==> src/rtl/core/pcmpdm_pkg.sv <==
// ----------------------------------------------------------------------------
// pcmpdm_pkg
// Shared types, constants and helper functions of the PCM to PDM/PWM byte
// encoder.
// ----------------------------------------------------------------------------
package pcmpdm_pkg;

   localparam int unsigned SAMPLE_W           = 16;
   localparam int unsigned BYTE_W             = 8;
   localparam int unsigned BYTE_IDX_W         = 3;
   localparam int unsigned PWM_COUNT_W        = 6;
   localparam int unsigned PDM_BYTES_DEFAULT  = 8;
   localparam int unsigned BITS_PER_BYTE      = 8;

   // Last byte indices of the two PWM word sizes.
   localparam logic [BYTE_IDX_W-1:0] PWM32_LAST_IDX = 3'd3;
   localparam logic [BYTE_IDX_W-1:0] PWM64_LAST_IDX = 3'd7;

   // Values of the output_mode register.
   typedef enum logic [1:0] {
      FMT_PDM   = 2'd0,
      FMT_PWM32 = 2'd1,
      FMT_PWM64 = 2'd2
   } mode_type;

   // One classified item as it travels from the front to the back.
   typedef struct packed {
      mode_type              mode;
      logic [SAMPLE_W-1:0]   level;   // sample in offset binary
   } work_type;

   // Queue status seen by the front and the back.
   typedef struct packed {
      logic full;
      logic not_empty;
   } q_status_type;

   // One byte of a thermometer word whose low 'count' bits are set.
   function automatic logic [BYTE_W-1:0] pwm_byte(
      input logic [PWM_COUNT_W-1:0] count,
      input logic [BYTE_IDX_W-1:0]  idx
   );
      logic [PWM_COUNT_W:0] base;
      logic [PWM_COUNT_W:0] rest;
      logic [BYTE_W:0]      mask;
      base = {1'b0, idx, 3'b000};
      rest = {1'b0, count} - base;
      mask = '0;
      if ({1'b0, count} <= base) begin
         mask = '0;
      end else if (rest >= (PWM_COUNT_W+1)'(BITS_PER_BYTE)) begin
         mask = {1'b0, {BYTE_W{1'b1}}};
      end else begin
         mask = (9'd1 << rest[3:0]) - 9'd1;
      end
      return mask[BYTE_W-1:0];
   endfunction

endpackage

==> src/rtl/core/pcmpdm_front.sv <==
// ----------------------------------------------------------------------------
// pcmpdm_front
// Holds the mode register, accepts samples and classifies them for the back.
// ----------------------------------------------------------------------------
module pcmpdm_front (
   input  logic                                  clock,
   input  logic                                  reset,
   input  logic                                  req_valid,
   input  logic signed [pcmpdm_pkg::SAMPLE_W-1:0] req_audio_sample,
   output logic                                  req_stall,
   input  logic                                  csr_write_enable,
   input  logic [1:0]                            csr_write_data,
   input  pcmpdm_pkg::q_status_type              q_status,
   output logic                                  push,
   output pcmpdm_pkg::work_type                  push_item
);

   logic [1:0] mode_ff;
   logic [1:0] mode_in;
   logic       accept;
   logic       known_mode;

   always_comb begin
      mode_in = mode_ff;
      if (csr_write_enable) begin
         mode_in = csr_write_data;
      end
   end

   always_ff @(posedge clock) begin
      if (reset) begin
         mode_ff <= pcmpdm_pkg::FMT_PDM;
      end else begin
         mode_ff <= mode_in;
      end
   end

   assign req_stall = q_status.full;
   assign accept    = req_valid && !req_stall;

   // The unused mode code takes the item and produces nothing.
   // Flipping the sign bit gives offset binary.
   always_comb begin
      known_mode      = 1'b1;
      push_item.mode  = pcmpdm_pkg::FMT_PDM;
      push_item.level = {~req_audio_sample[pcmpdm_pkg::SAMPLE_W-1],
                         req_audio_sample[pcmpdm_pkg::SAMPLE_W-2:0]};
      unique case (mode_ff)
         pcmpdm_pkg::FMT_PDM:   push_item.mode = pcmpdm_pkg::FMT_PDM;
         pcmpdm_pkg::FMT_PWM32: push_item.mode = pcmpdm_pkg::FMT_PWM32;
         pcmpdm_pkg::FMT_PWM64: push_item.mode = pcmpdm_pkg::FMT_PWM64;
         default:               known_mode     = 1'b0;
      endcase
   end

   assign push = accept && known_mode;

endmodule

==> src/rtl/core/pcmpdm_queue.sv <==
// ----------------------------------------------------------------------------
// pcmpdm_queue
// Two-entry queue of classified items between the front and the back.
// ----------------------------------------------------------------------------
module pcmpdm_queue (
   input  logic                     clock,
   input  logic                     reset,
   input  logic                     push,
   input  pcmpdm_pkg::work_type     push_item,
   input  logic                     pop,
   output pcmpdm_pkg::work_type     head_item,
   output pcmpdm_pkg::q_status_type q_status
);

   pcmpdm_pkg::work_type entry_ff [2];
   logic                 wr_ptr_ff;
   logic                 wr_ptr_in;
   logic                 rd_ptr_ff;
   logic                 rd_ptr_in;
   logic [1:0]           count_ff;
   logic [1:0]           count_in;
   logic                 do_push;
   logic                 do_pop;

   assign do_push = push && (count_ff != 2'd2);
   assign do_pop  = pop && (count_ff != 2'd0);

   always_comb begin
      wr_ptr_in = wr_ptr_ff ^ do_push;
      rd_ptr_in = rd_ptr_ff ^ do_pop;
      count_in  = count_ff + {1'b0, do_push} - {1'b0, do_pop};
   end

   always_ff @(posedge clock) begin
      if (reset) begin
         wr_ptr_ff <= 1'b0;
         rd_ptr_ff <= 1'b0;
         count_ff  <= 2'd0;
      end else begin
         wr_ptr_ff <= wr_ptr_in;
         rd_ptr_ff <= rd_ptr_in;
         count_ff  <= count_in;
      end
   end

   always_ff @(posedge clock) begin
      if (do_push) begin
         entry_ff[wr_ptr_ff] <= push_item;
      end
   end

   assign head_item          = entry_ff[rd_ptr_ff];
   assign q_status.full      = (count_ff == 2'd2);
   assign q_status.not_empty = (count_ff != 2'd0);

endmodule

==> src/rtl/core/pcmpdm_back.sv <==
// ----------------------------------------------------------------------------
// pcmpdm_back
// Expands one classified item into its bytes, one per cycle unless stalled,
// into a registered output stage. Owns the delta-sigma accumulator.
// ----------------------------------------------------------------------------
module pcmpdm_back #(
   parameter int unsigned PDM_BYTES_PER_SAMPLE = pcmpdm_pkg::PDM_BYTES_DEFAULT
) (
   input  logic                             clock,
   input  logic                             reset,
   input  pcmpdm_pkg::q_status_type         q_status,
   input  pcmpdm_pkg::work_type             head_item,
   output logic                             pop,
   output logic                             rsp_valid,
   input  logic                             rsp_stall,
   output logic [pcmpdm_pkg::BYTE_W-1:0]    rsp_line_byte,
   output logic                             rsp_last_of_sample
);

   localparam logic [pcmpdm_pkg::BYTE_IDX_W-1:0] PDM_LAST_IDX =
      pcmpdm_pkg::BYTE_IDX_W'(PDM_BYTES_PER_SAMPLE - 1);

   localparam int unsigned SW = pcmpdm_pkg::SAMPLE_W;

   pcmpdm_pkg::work_type                  cur_ff;
   logic                                  busy_ff;
   logic                                  busy_in;
   logic [pcmpdm_pkg::BYTE_IDX_W-1:0]     idx_ff;
   logic [pcmpdm_pkg::BYTE_IDX_W-1:0]     idx_in;
   logic [SW-1:0]                         acc_ff;
   logic [SW-1:0]                         acc_in;
   logic                                  rsp_valid_ff;
   logic                                  rsp_valid_in;
   logic [pcmpdm_pkg::BYTE_W-1:0]         rsp_byte_ff;
   logic                                  rsp_last_ff;

   logic                                  advance;
   logic                                  emit;
   logic                                  is_last;
   logic [pcmpdm_pkg::BYTE_IDX_W-1:0]     last_idx;
   logic [pcmpdm_pkg::BYTE_W-1:0]         pdm_byte;
   logic [SW-1:0]                         pdm_acc;
   logic [pcmpdm_pkg::BYTE_W-1:0]         out_byte;
   logic [pcmpdm_pkg::PWM_COUNT_W-1:0]    pwm_count;

   assign advance = !rsp_valid_ff || !rsp_stall;
   assign emit    = busy_ff && advance;

   always_comb begin
      last_idx  = PDM_LAST_IDX;
      pwm_count = '0;
      unique case (cur_ff.mode)
         pcmpdm_pkg::FMT_PDM: begin
            last_idx = PDM_LAST_IDX;
         end
         pcmpdm_pkg::FMT_PWM32: begin
            last_idx  = pcmpdm_pkg::PWM32_LAST_IDX;
            pwm_count = {1'b0, cur_ff.level[SW-1:SW-5]};
         end
         pcmpdm_pkg::FMT_PWM64: begin
            last_idx  = pcmpdm_pkg::PWM64_LAST_IDX;
            pwm_count = cur_ff.level[SW-1:SW-6];
         end
         default: begin
            last_idx = PDM_LAST_IDX;
         end
      endcase
   end

   assign is_last = (idx_ff == last_idx);

   // Eight first-order delta-sigma steps. The running sum after j adds is
   // acc + j * level, and the carry of add j is the change of bit SW between
   // the sums after j-1 and j adds, so all eight sums are formed side by
   // side. The first bit lands in bit 0.
   always_comb begin
      logic [SW+3:0] prev_sum;
      logic [SW+3:0] next_sum;
      prev_sum = {4'b0000, acc_ff};
      next_sum = prev_sum;
      pdm_byte = '0;
      for (int j = 1; j <= pcmpdm_pkg::BITS_PER_BYTE; j++) begin
         next_sum      = {4'b0000, acc_ff} + (SW+4)'(j) * {4'b0000, cur_ff.level};
         pdm_byte[j-1] = next_sum[SW] ^ prev_sum[SW];
         prev_sum      = next_sum;
      end
      pdm_acc = prev_sum[SW-1:0];
   end

   always_comb begin
      if (cur_ff.mode == pcmpdm_pkg::FMT_PDM) begin
         out_byte = pdm_byte;
      end else begin
         out_byte = pcmpdm_pkg::pwm_byte(pwm_count, idx_ff);
      end
   end

   // A new item is loaded while the last byte of the current one leaves.
   assign pop = q_status.not_empty && (!busy_ff || (emit && is_last));

   always_comb begin
      busy_in = busy_ff;
      idx_in  = idx_ff;
      acc_in  = acc_ff;
      if (emit) begin
         idx_in = idx_ff + 1'b1;
         if (cur_ff.mode == pcmpdm_pkg::FMT_PDM) begin
            acc_in = pdm_acc;
         end
         if (is_last) begin
            busy_in = 1'b0;
         end
      end
      if (pop) begin
         busy_in = 1'b1;
         idx_in  = '0;
      end
   end

   always_comb begin
      rsp_valid_in = rsp_valid_ff;
      if (emit) begin
         rsp_valid_in = 1'b1;
      end else if (!rsp_stall) begin
         rsp_valid_in = 1'b0;
      end
   end

   always_ff @(posedge clock) begin
      if (reset) begin
         busy_ff      <= 1'b0;
         idx_ff       <= '0;
         acc_ff       <= '0;
         rsp_valid_ff <= 1'b0;
      end else begin
         busy_ff      <= busy_in;
         idx_ff       <= idx_in;
         acc_ff       <= acc_in;
         rsp_valid_ff <= rsp_valid_in;
      end
   end

   always_ff @(posedge clock) begin
      if (pop) begin
         cur_ff <= head_item;
      end
      if (emit) begin
         rsp_byte_ff <= out_byte;
         rsp_last_ff <= is_last;
      end
   end

   assign rsp_valid          = rsp_valid_ff;
   assign rsp_line_byte      = rsp_byte_ff;
   assign rsp_last_of_sample = rsp_last_ff;

endmodule

==> src/rtl/core/pcm_to_pdm_pwm_byte_encoder_core.sv <==
// ----------------------------------------------------------------------------
// pcm_to_pdm_pwm_byte_encoder_core
// Turns signed 16-bit PCM samples into UART bytes, as first-order PDM or as
// 32-bit or 64-bit thermometer PWM words.
// ----------------------------------------------------------------------------
// The req_ channel carries one signed PCM sample per item; the rsp_ channel
// carries one line byte per item, bit 0 to be sent first, with
// rsp_last_of_sample set on the final byte of each sample. Both channels
// move an item at a clock edge where valid is high and stall is low.
// The csr_ port writes the two-bit output mode (0 PDM, 1 PWM32, 2 PWM64);
// change it only while no sample is in flight. Mode 3 swallows samples.
// An accepted sample passes through a queue entry and the back's item
// register before its first byte reaches the output register. After that
// one byte leaves per cycle while rsp_stall is low. A sample yields
// PDM_BYTES_PER_SAMPLE bytes in PDM mode, 4 in PWM32 and 8 in PWM64. The
// two-entry queue between front and back keeps taking samples while the
// back is busy, so the input only stalls once two samples wait behind the
// one being expanded. When the receiver stalls, the output register holds
// its byte and the back part freezes; the queue then fills and req_stall
// rises. Reset (synchronous) empties the queue, drops the output byte,
// clears the delta-sigma accumulator and sets PDM mode.
// ----------------------------------------------------------------------------
module pcm_to_pdm_pwm_byte_encoder_core #(
   parameter int unsigned PDM_BYTES_PER_SAMPLE = pcmpdm_pkg::PDM_BYTES_DEFAULT
) (
   input  logic                                   clock,
   input  logic                                   reset,
   // Sample input
   input  logic                                   req_valid,
   output logic                                   req_stall,
   input  logic signed [pcmpdm_pkg::SAMPLE_W-1:0] req_audio_sample,
   // Byte output
   output logic                                   rsp_valid,
   input  logic                                   rsp_stall,
   output logic [pcmpdm_pkg::BYTE_W-1:0]          rsp_line_byte,
   output logic                                   rsp_last_of_sample,
   // Mode register
   input  logic                                   csr_write_enable,
   input  logic [1:0]                             csr_write_data
);

   pcmpdm_pkg::q_status_type q_status;
   pcmpdm_pkg::work_type     push_item;
   pcmpdm_pkg::work_type     head_item;
   logic                     push;
   logic                     pop;

   // Front: mode register, input handshake, offset-binary conversion.
   pcmpdm_front u_front (
      .clock            (clock),
      .reset            (reset),
      .req_valid        (req_valid),
      .req_audio_sample (req_audio_sample),
      .req_stall        (req_stall),
      .csr_write_enable (csr_write_enable),
      .csr_write_data   (csr_write_data),
      .q_status         (q_status),
      .push             (push),
      .push_item        (push_item)
   );

   // Queue that decouples acceptance from byte generation.
   pcmpdm_queue u_queue (
      .clock     (clock),
      .reset     (reset),
      .push      (push),
      .push_item (push_item),
      .pop       (pop),
      .head_item (head_item),
      .q_status  (q_status)
   );

   // Back: one byte per cycle, unless stalled, into the registered output stage.
   pcmpdm_back #(
      .PDM_BYTES_PER_SAMPLE (PDM_BYTES_PER_SAMPLE)
   ) u_back (
      .clock              (clock),
      .reset              (reset),
      .q_status           (q_status),
      .head_item          (head_item),
      .pop                (pop),
      .rsp_valid          (rsp_valid),
      .rsp_stall          (rsp_stall),
      .rsp_line_byte      (rsp_line_byte),
      .rsp_last_of_sample (rsp_last_of_sample)
   );

endmodule
==> config.mk <==
export PLATFORM = sky130hd
export DESIGN_NAME = pcm_to_pdm_pwm_byte_encoder_core
export DESIGN_NICKNAME = d
export VERILOG_FILES = /design/src/rtl/core/pcmpdm_pkg.sv /design/src/rtl/core/pcmpdm_front.sv /design/src/rtl/core/pcmpdm_queue.sv /design/src/rtl/core/pcmpdm_back.sv /design/src/rtl/core/pcm_to_pdm_pwm_byte_encoder_core.sv
export SDC_FILE = /design/constraint.sdc
export NUM_CORES = 1
export LEC_CHECK = 0
export BUFFER_PORTS_ARGS = -buffer_cell sky130_fd_sc_hd__buf_2
export CAP_MARGIN = 10
export CORE_MARGIN = 1.5
export CORE_UTILIZATION = 64
export CTS_BUF_LIST = sky130_fd_sc_hd__clkbuf_16
export CTS_CLUSTER_SIZE = 10
export DETAILED_ROUTE_END_ITERATION = 10
export GPL_TIMING_DRIVEN = 0
export PLACE_DENSITY = 0.88
export SLEW_MARGIN = 0
export SYNTH_ARGS = -nofsm -noshare
export SYNTH_HDL_FRONTEND = slang
export SYNTH_HIERARCHICAL = 1
export SYNTH_SLANG_ARGS = --single-unit
==> constraint.sdc <==
create_clock -name clock -period 4.8 [get_ports clock]
set_input_delay 0.24 -clock clock [delete_from_list [all_inputs] [get_ports clock]]
set_output_delay 0.24 -clock clock [all_outputs]
set_load 0.005 [all_outputs]
==> impl_metrics.sql <==
INSERT INTO impl_metrics (metric_group, metric, value, unit) VALUES
('layout', 'areaGrowthSynthToFinish', '7.47', '%'),
('power_and_ir_drop', 'p_int', '3.52', 'mW'),
('floorplanning', 'chipHeight', '118', 'microns'),
('setup_path', 'arrival', '4.30', 'ns'),
('setup_path', 'r2r_cells', '12', ''),
('grt', 'wire_length_of_the_first_global_routing_pass', '28300', 'microns'),
('sta', 'hold_violations', '0', ''),
('sta', 'final_setup_violations', '0', ''),
('power_and_ir_drop', 'total_switching_power', '2.90', 'mW'),
('clock_tree', 'clkTransAtPathRegs', '0.06', 'ns'),
('power_and_ir_drop', 'p_clk_share', '11.9', '%'),
('clock_tree', 'cts-root-buf', 'sky130_fd_sc_hd__clkbuf_16', ''),
('sta', 'worst-slew-pin-transition', '0.954', 'ns'),
('layout', 'finalCoreUtilization', '71.5', '%'),
('layout', 'sequential_cell_area', '0.00237', 'sq mm'),
('grt', 'gr-usage-all-layers', '24.8', '%'),
('placement', 'hpwl_detailed', '12800', 'microns'),
('synth', 'synth_edf_count', '63', ''),
('power_and_ir_drop', 'share_of_power_burned_in_combinational_logic', '66.0', '%'),
('sta', 'fin_crit', '4.12', 'ns'),
('floorplanning', 'design.die.area', '0.0140', 'sq mm'),
('clock_tree', 'post_cts_buffers', '0', ''),
('clock_tree', 'ctsHoldBuffers', '0', ''),
('synth', 'proportion_of_synthesized_chip_area_in_sequential_cells', '27.9', '%'),
('drt', 'drtAntennaViolNets', '0', ''),
('synth', 'ys_warn_count', '6', ''),
('sta', 'report.final.slew_viol_count', '0', ''),
('power_and_ir_drop', 'swShare', '45.2', '%'),
('grt', 'initial_antenna_violation_count', '0', ''),
('drt', 'first_pass_iters', '5', ''),
('clock_tree', 'tritoncts', 'done', ''),
('setup_path', 'cp-end-kind', 'flop', ''),
('setup_path', 'critPathMaxFanout', '16', ''),
('layout', 'area_occupied_by_multi_input_gates', '0.00551', 'sq mm'),
('setup_path', 'crit_required', '4.98', 'ns'),
('status', 'outcome', 'completed', ''),
('power_and_ir_drop', 'worst_ir_drop_vdd', '483', 'uV'),
('layout', 'post_route_cells_drive_above_1_share', '10.3', '%'),
('floorplanning', 'pin_count', '34', ''),
('synth', 'post_synth_inst_count', '831', ''),
('power_and_ir_drop', 'power_per_cell_area', '702', 'mW/mm^2'),
('drt', 'post_dr_vias_cell', '5.93', ''),
('drt', 'post_drt_wl_per_cell', '15.8', 'microns'),
('flow_run', 'timing.max_cap.violations', '0', ''),
('grt', 'via_count_of_the_first_global_routing_pass', '6310', ''),
('sta', 'holdWs', '0.0776', 'ns'),
('setup_path', 'start_kind', 'flop', ''),
('worst_hold_path', 'min_path_type', 'input pin to flop', ''),
('layout', 'final_cell_mix', 'sky130_fd_sc_hd__ha_1, sky130_fd_sc_hd__inv_1, sky130_fd_sc_hd__edfxtp_1', ''),
('floorplanning', 'core-area', '0.0128', 'sq mm'),
('floorplanning', 'rows', '41', ''),
('placement', 'place_worst_setup_slack', '0.710', 'ns'),
('clock_tree', 'numCtsBuffers', '9', ''),
('synth', 'async_reset_ff_share', '0', '%'),
('clock_tree', 'clk_latency', '0.34', 'ns'),
('floorplanning', 'dieWidth', '118', 'microns'),
('placement', 'portBuffers', '18', ''),
('sta', 'slew_headroom', '36.1', '%'),
('placement', 'gpl.final_weighted_congestion', '0.871', ''),
('drt', 'route.vias.total', '6154', ''),
('synth', 'syn_nets', '1048', ''),
('clock_tree', 'cts_resized', '0', ''),
('sta', 'finalWorstSetupSlack', '0.685', 'ns'),
('sta', 'max_freq', '243', 'MHz'),
('synth', 'yosys.cell_types.count', '61', ''),
('synth', 'synth.ff_latch_count', '87', ''),
('layout', 'num-fill-cells', '892', ''),
('drt', 'sum_of_routed_wire_length_over_all_layers', '16400', 'microns'),
('power_and_ir_drop', 'power.leakage', '4.33', 'nW'),
('floorplanning', 'floorplan.initialDensity', '66.6', '%'),
('sta', 'period_share', '85.7', '%');
flip-flops by register name (all words and copies together) (netlist names):
name,cells
u_queue/wr_ptr_ff,1
u_back/rsp_line_byte,8
u_back/rsp_last_of_sample,1
u_back/idx_ff,3
u_back/rsp_valid,1
u_queue/count_ff,2
u_queue/entry_ff,36
u_back/cur_ff,18
u_back/acc_ff,13
u_queue/rd_ptr_ff,1
u_back/busy_ff,1
u_front/mode_ff,2
cell families (layout without fill, tap and decap cells):
logic type / count (synthesis) / after routing / share of synthesized area [%]
buffers and inverters: 146 / 180 / 7.28
DFF: 87 / 87 / 27.9
muxes: 24 / 24 / 3.10
and+or+nand+nor: 157 / 157 / 9.17
adders and majority gates: 194 / 194 / 33.5
xor gates and xnor gates: 36 / 36 / 4.36
AOI/OAI and AO/OA: 187 / 187 / 14.7
final cells by class:
cell class	instances	share of cell area (%)
Inverter	120	4.93
Timing Repair Buffer	18	0.986
Buffer	26	1.85
Tap cell	172	2.35
Clock inverter	7	1.12
Sequential cell	87	26.0
Multi-Input combinational cell	598	60.3
Clock buffer	9	2.46
through the flow:
stage	std cells	instance area (sq um)
global placement	1021	8810
floorplan	831	8500
finish	1037	9140
global route	1037	9140
detailed placement	1021	8810
CTS	1037	9140
worst paths after layout:
check / slack, ns / startpoint / endpoint
max: 0.68 / u_back/cur_ff[11] / u_back/rsp_line_byte[7]
min: 0.08 / req_audio_sample[1] / u_queue/entry_ff[1][1]
max reg2reg: 0.68 / u_back/cur_ff[11] / u_back/rsp_line_byte[7]
min reg2reg: 0.49 / u_back/busy_ff / u_back/rsp_valid
critical path, cell delays in order (launching register included):
cell and delay (ns):
sky130_fd_sc_hd__edfxtp_1 0.84, sky130_fd_sc_hd__inv_1 0.31, sky130_fd_sc_hd__fa_1 0.55, sky130_fd_sc_hd__fa_1 0.52, sky130_fd_sc_hd__inv_1 0.04, sky130_fd_sc_hd__ha_1 0.30
sky130_fd_sc_hd__a21oi_1 0.14, sky130_fd_sc_hd__o21ai_0 0.09, sky130_fd_sc_hd__a21oi_1 0.13, sky130_fd_sc_hd__o21ai_0 0.18, sky130_fd_sc_hd__xnor2_1 0.35, sky130_fd_sc_hd__xnor3_1 0.38
sky130_fd_sc_hd__o22ai_1 0.13
power groups by stage:
stage / logic (mW) / registers (mW) / clock network (mW)
2_1_floorplan: 3.36 / 1.32 / 0
3_5_place_dp: 4.22 / 1.43 / 0
6_report: 4.24 / 1.42 / 0.761
3_3_place_gp: 4.00 / 1.41 / 0
5_1_grt: 4.91 / 1.45 / 0.797
4_1_cts: 4.27 / 1.41 / 0.772
synthesized netlist by cell type (3+ instances only):
cell	instances	share of area (%)
sky130_fd_sc_hd__ha_1	138	20
sky130_fd_sc_hd__o21bai_1	5	0.44
sky130_fd_sc_hd__nand2_1	43	1.9
sky130_fd_sc_hd__nor2_1	36	1.6
sky130_fd_sc_hd__a211oi_1	11	0.97
sky130_fd_sc_hd__nand3_1	9	0.53
sky130_fd_sc_hd__clkbuf_1	5	0.22
sky130_fd_sc_hd__and2_1	6	0.44
sky130_fd_sc_hd__fa_1	56	13
sky130_fd_sc_hd__buf_4	18	1.6
sky130_fd_sc_hd__dfxtp_1	24	5.7
sky130_fd_sc_hd__o21a_1	10	0.88
sky130_fd_sc_hd__inv_1	120	5.3
sky130_fd_sc_hd__o21ai_0	37	2.2
sky130_fd_sc_hd__xnor3_1	4	1.1
sky130_fd_sc_hd__nand2b_1	7	0.51
sky130_fd_sc_hd__nor3_1	14	0.82
sky130_fd_sc_hd__nand4_1	13	0.96
sky130_fd_sc_hd__xnor2_1	27	2.8
sky130_fd_sc_hd__o31ai_1	3	0.26
sky130_fd_sc_hd__a31oi_1	5	0.37
sky130_fd_sc_hd__and3_1	5	0.37
sky130_fd_sc_hd__a21o_1	23	2.0
sky130_fd_sc_hd__a21oi_1	58	3.4
sky130_fd_sc_hd__xor2_1	5	0.51
sky130_fd_sc_hd__edfxtp_1	63	22
sky130_fd_sc_hd__a22o_1	4	0.41
sky130_fd_sc_hd__nor4b_1	3	0.31
sky130_fd_sc_hd__mux2i_1	5	0.59
sky130_fd_sc_hd__mux2_2	19	2.5
sky130_fd_sc_hd__buf_2	3	0.18
sky130_fd_sc_hd__nor2b_1	10	0.74
sky130_fd_sc_hd__o211ai_1	3	0.26
layer usage:
metal / up-vias / share of wire (%) / track usage (%)
li1: 2987 / - / -
met1: 2987 / 43 / 30.5
met2: 146 / 51 / 44.5
met3: 34 / 4.1 / 3.19
met4: 0 / 2.5 / 9.30
met5: - / 0 / 0
No activity file was read; power rests on OpenSTA's default activity.
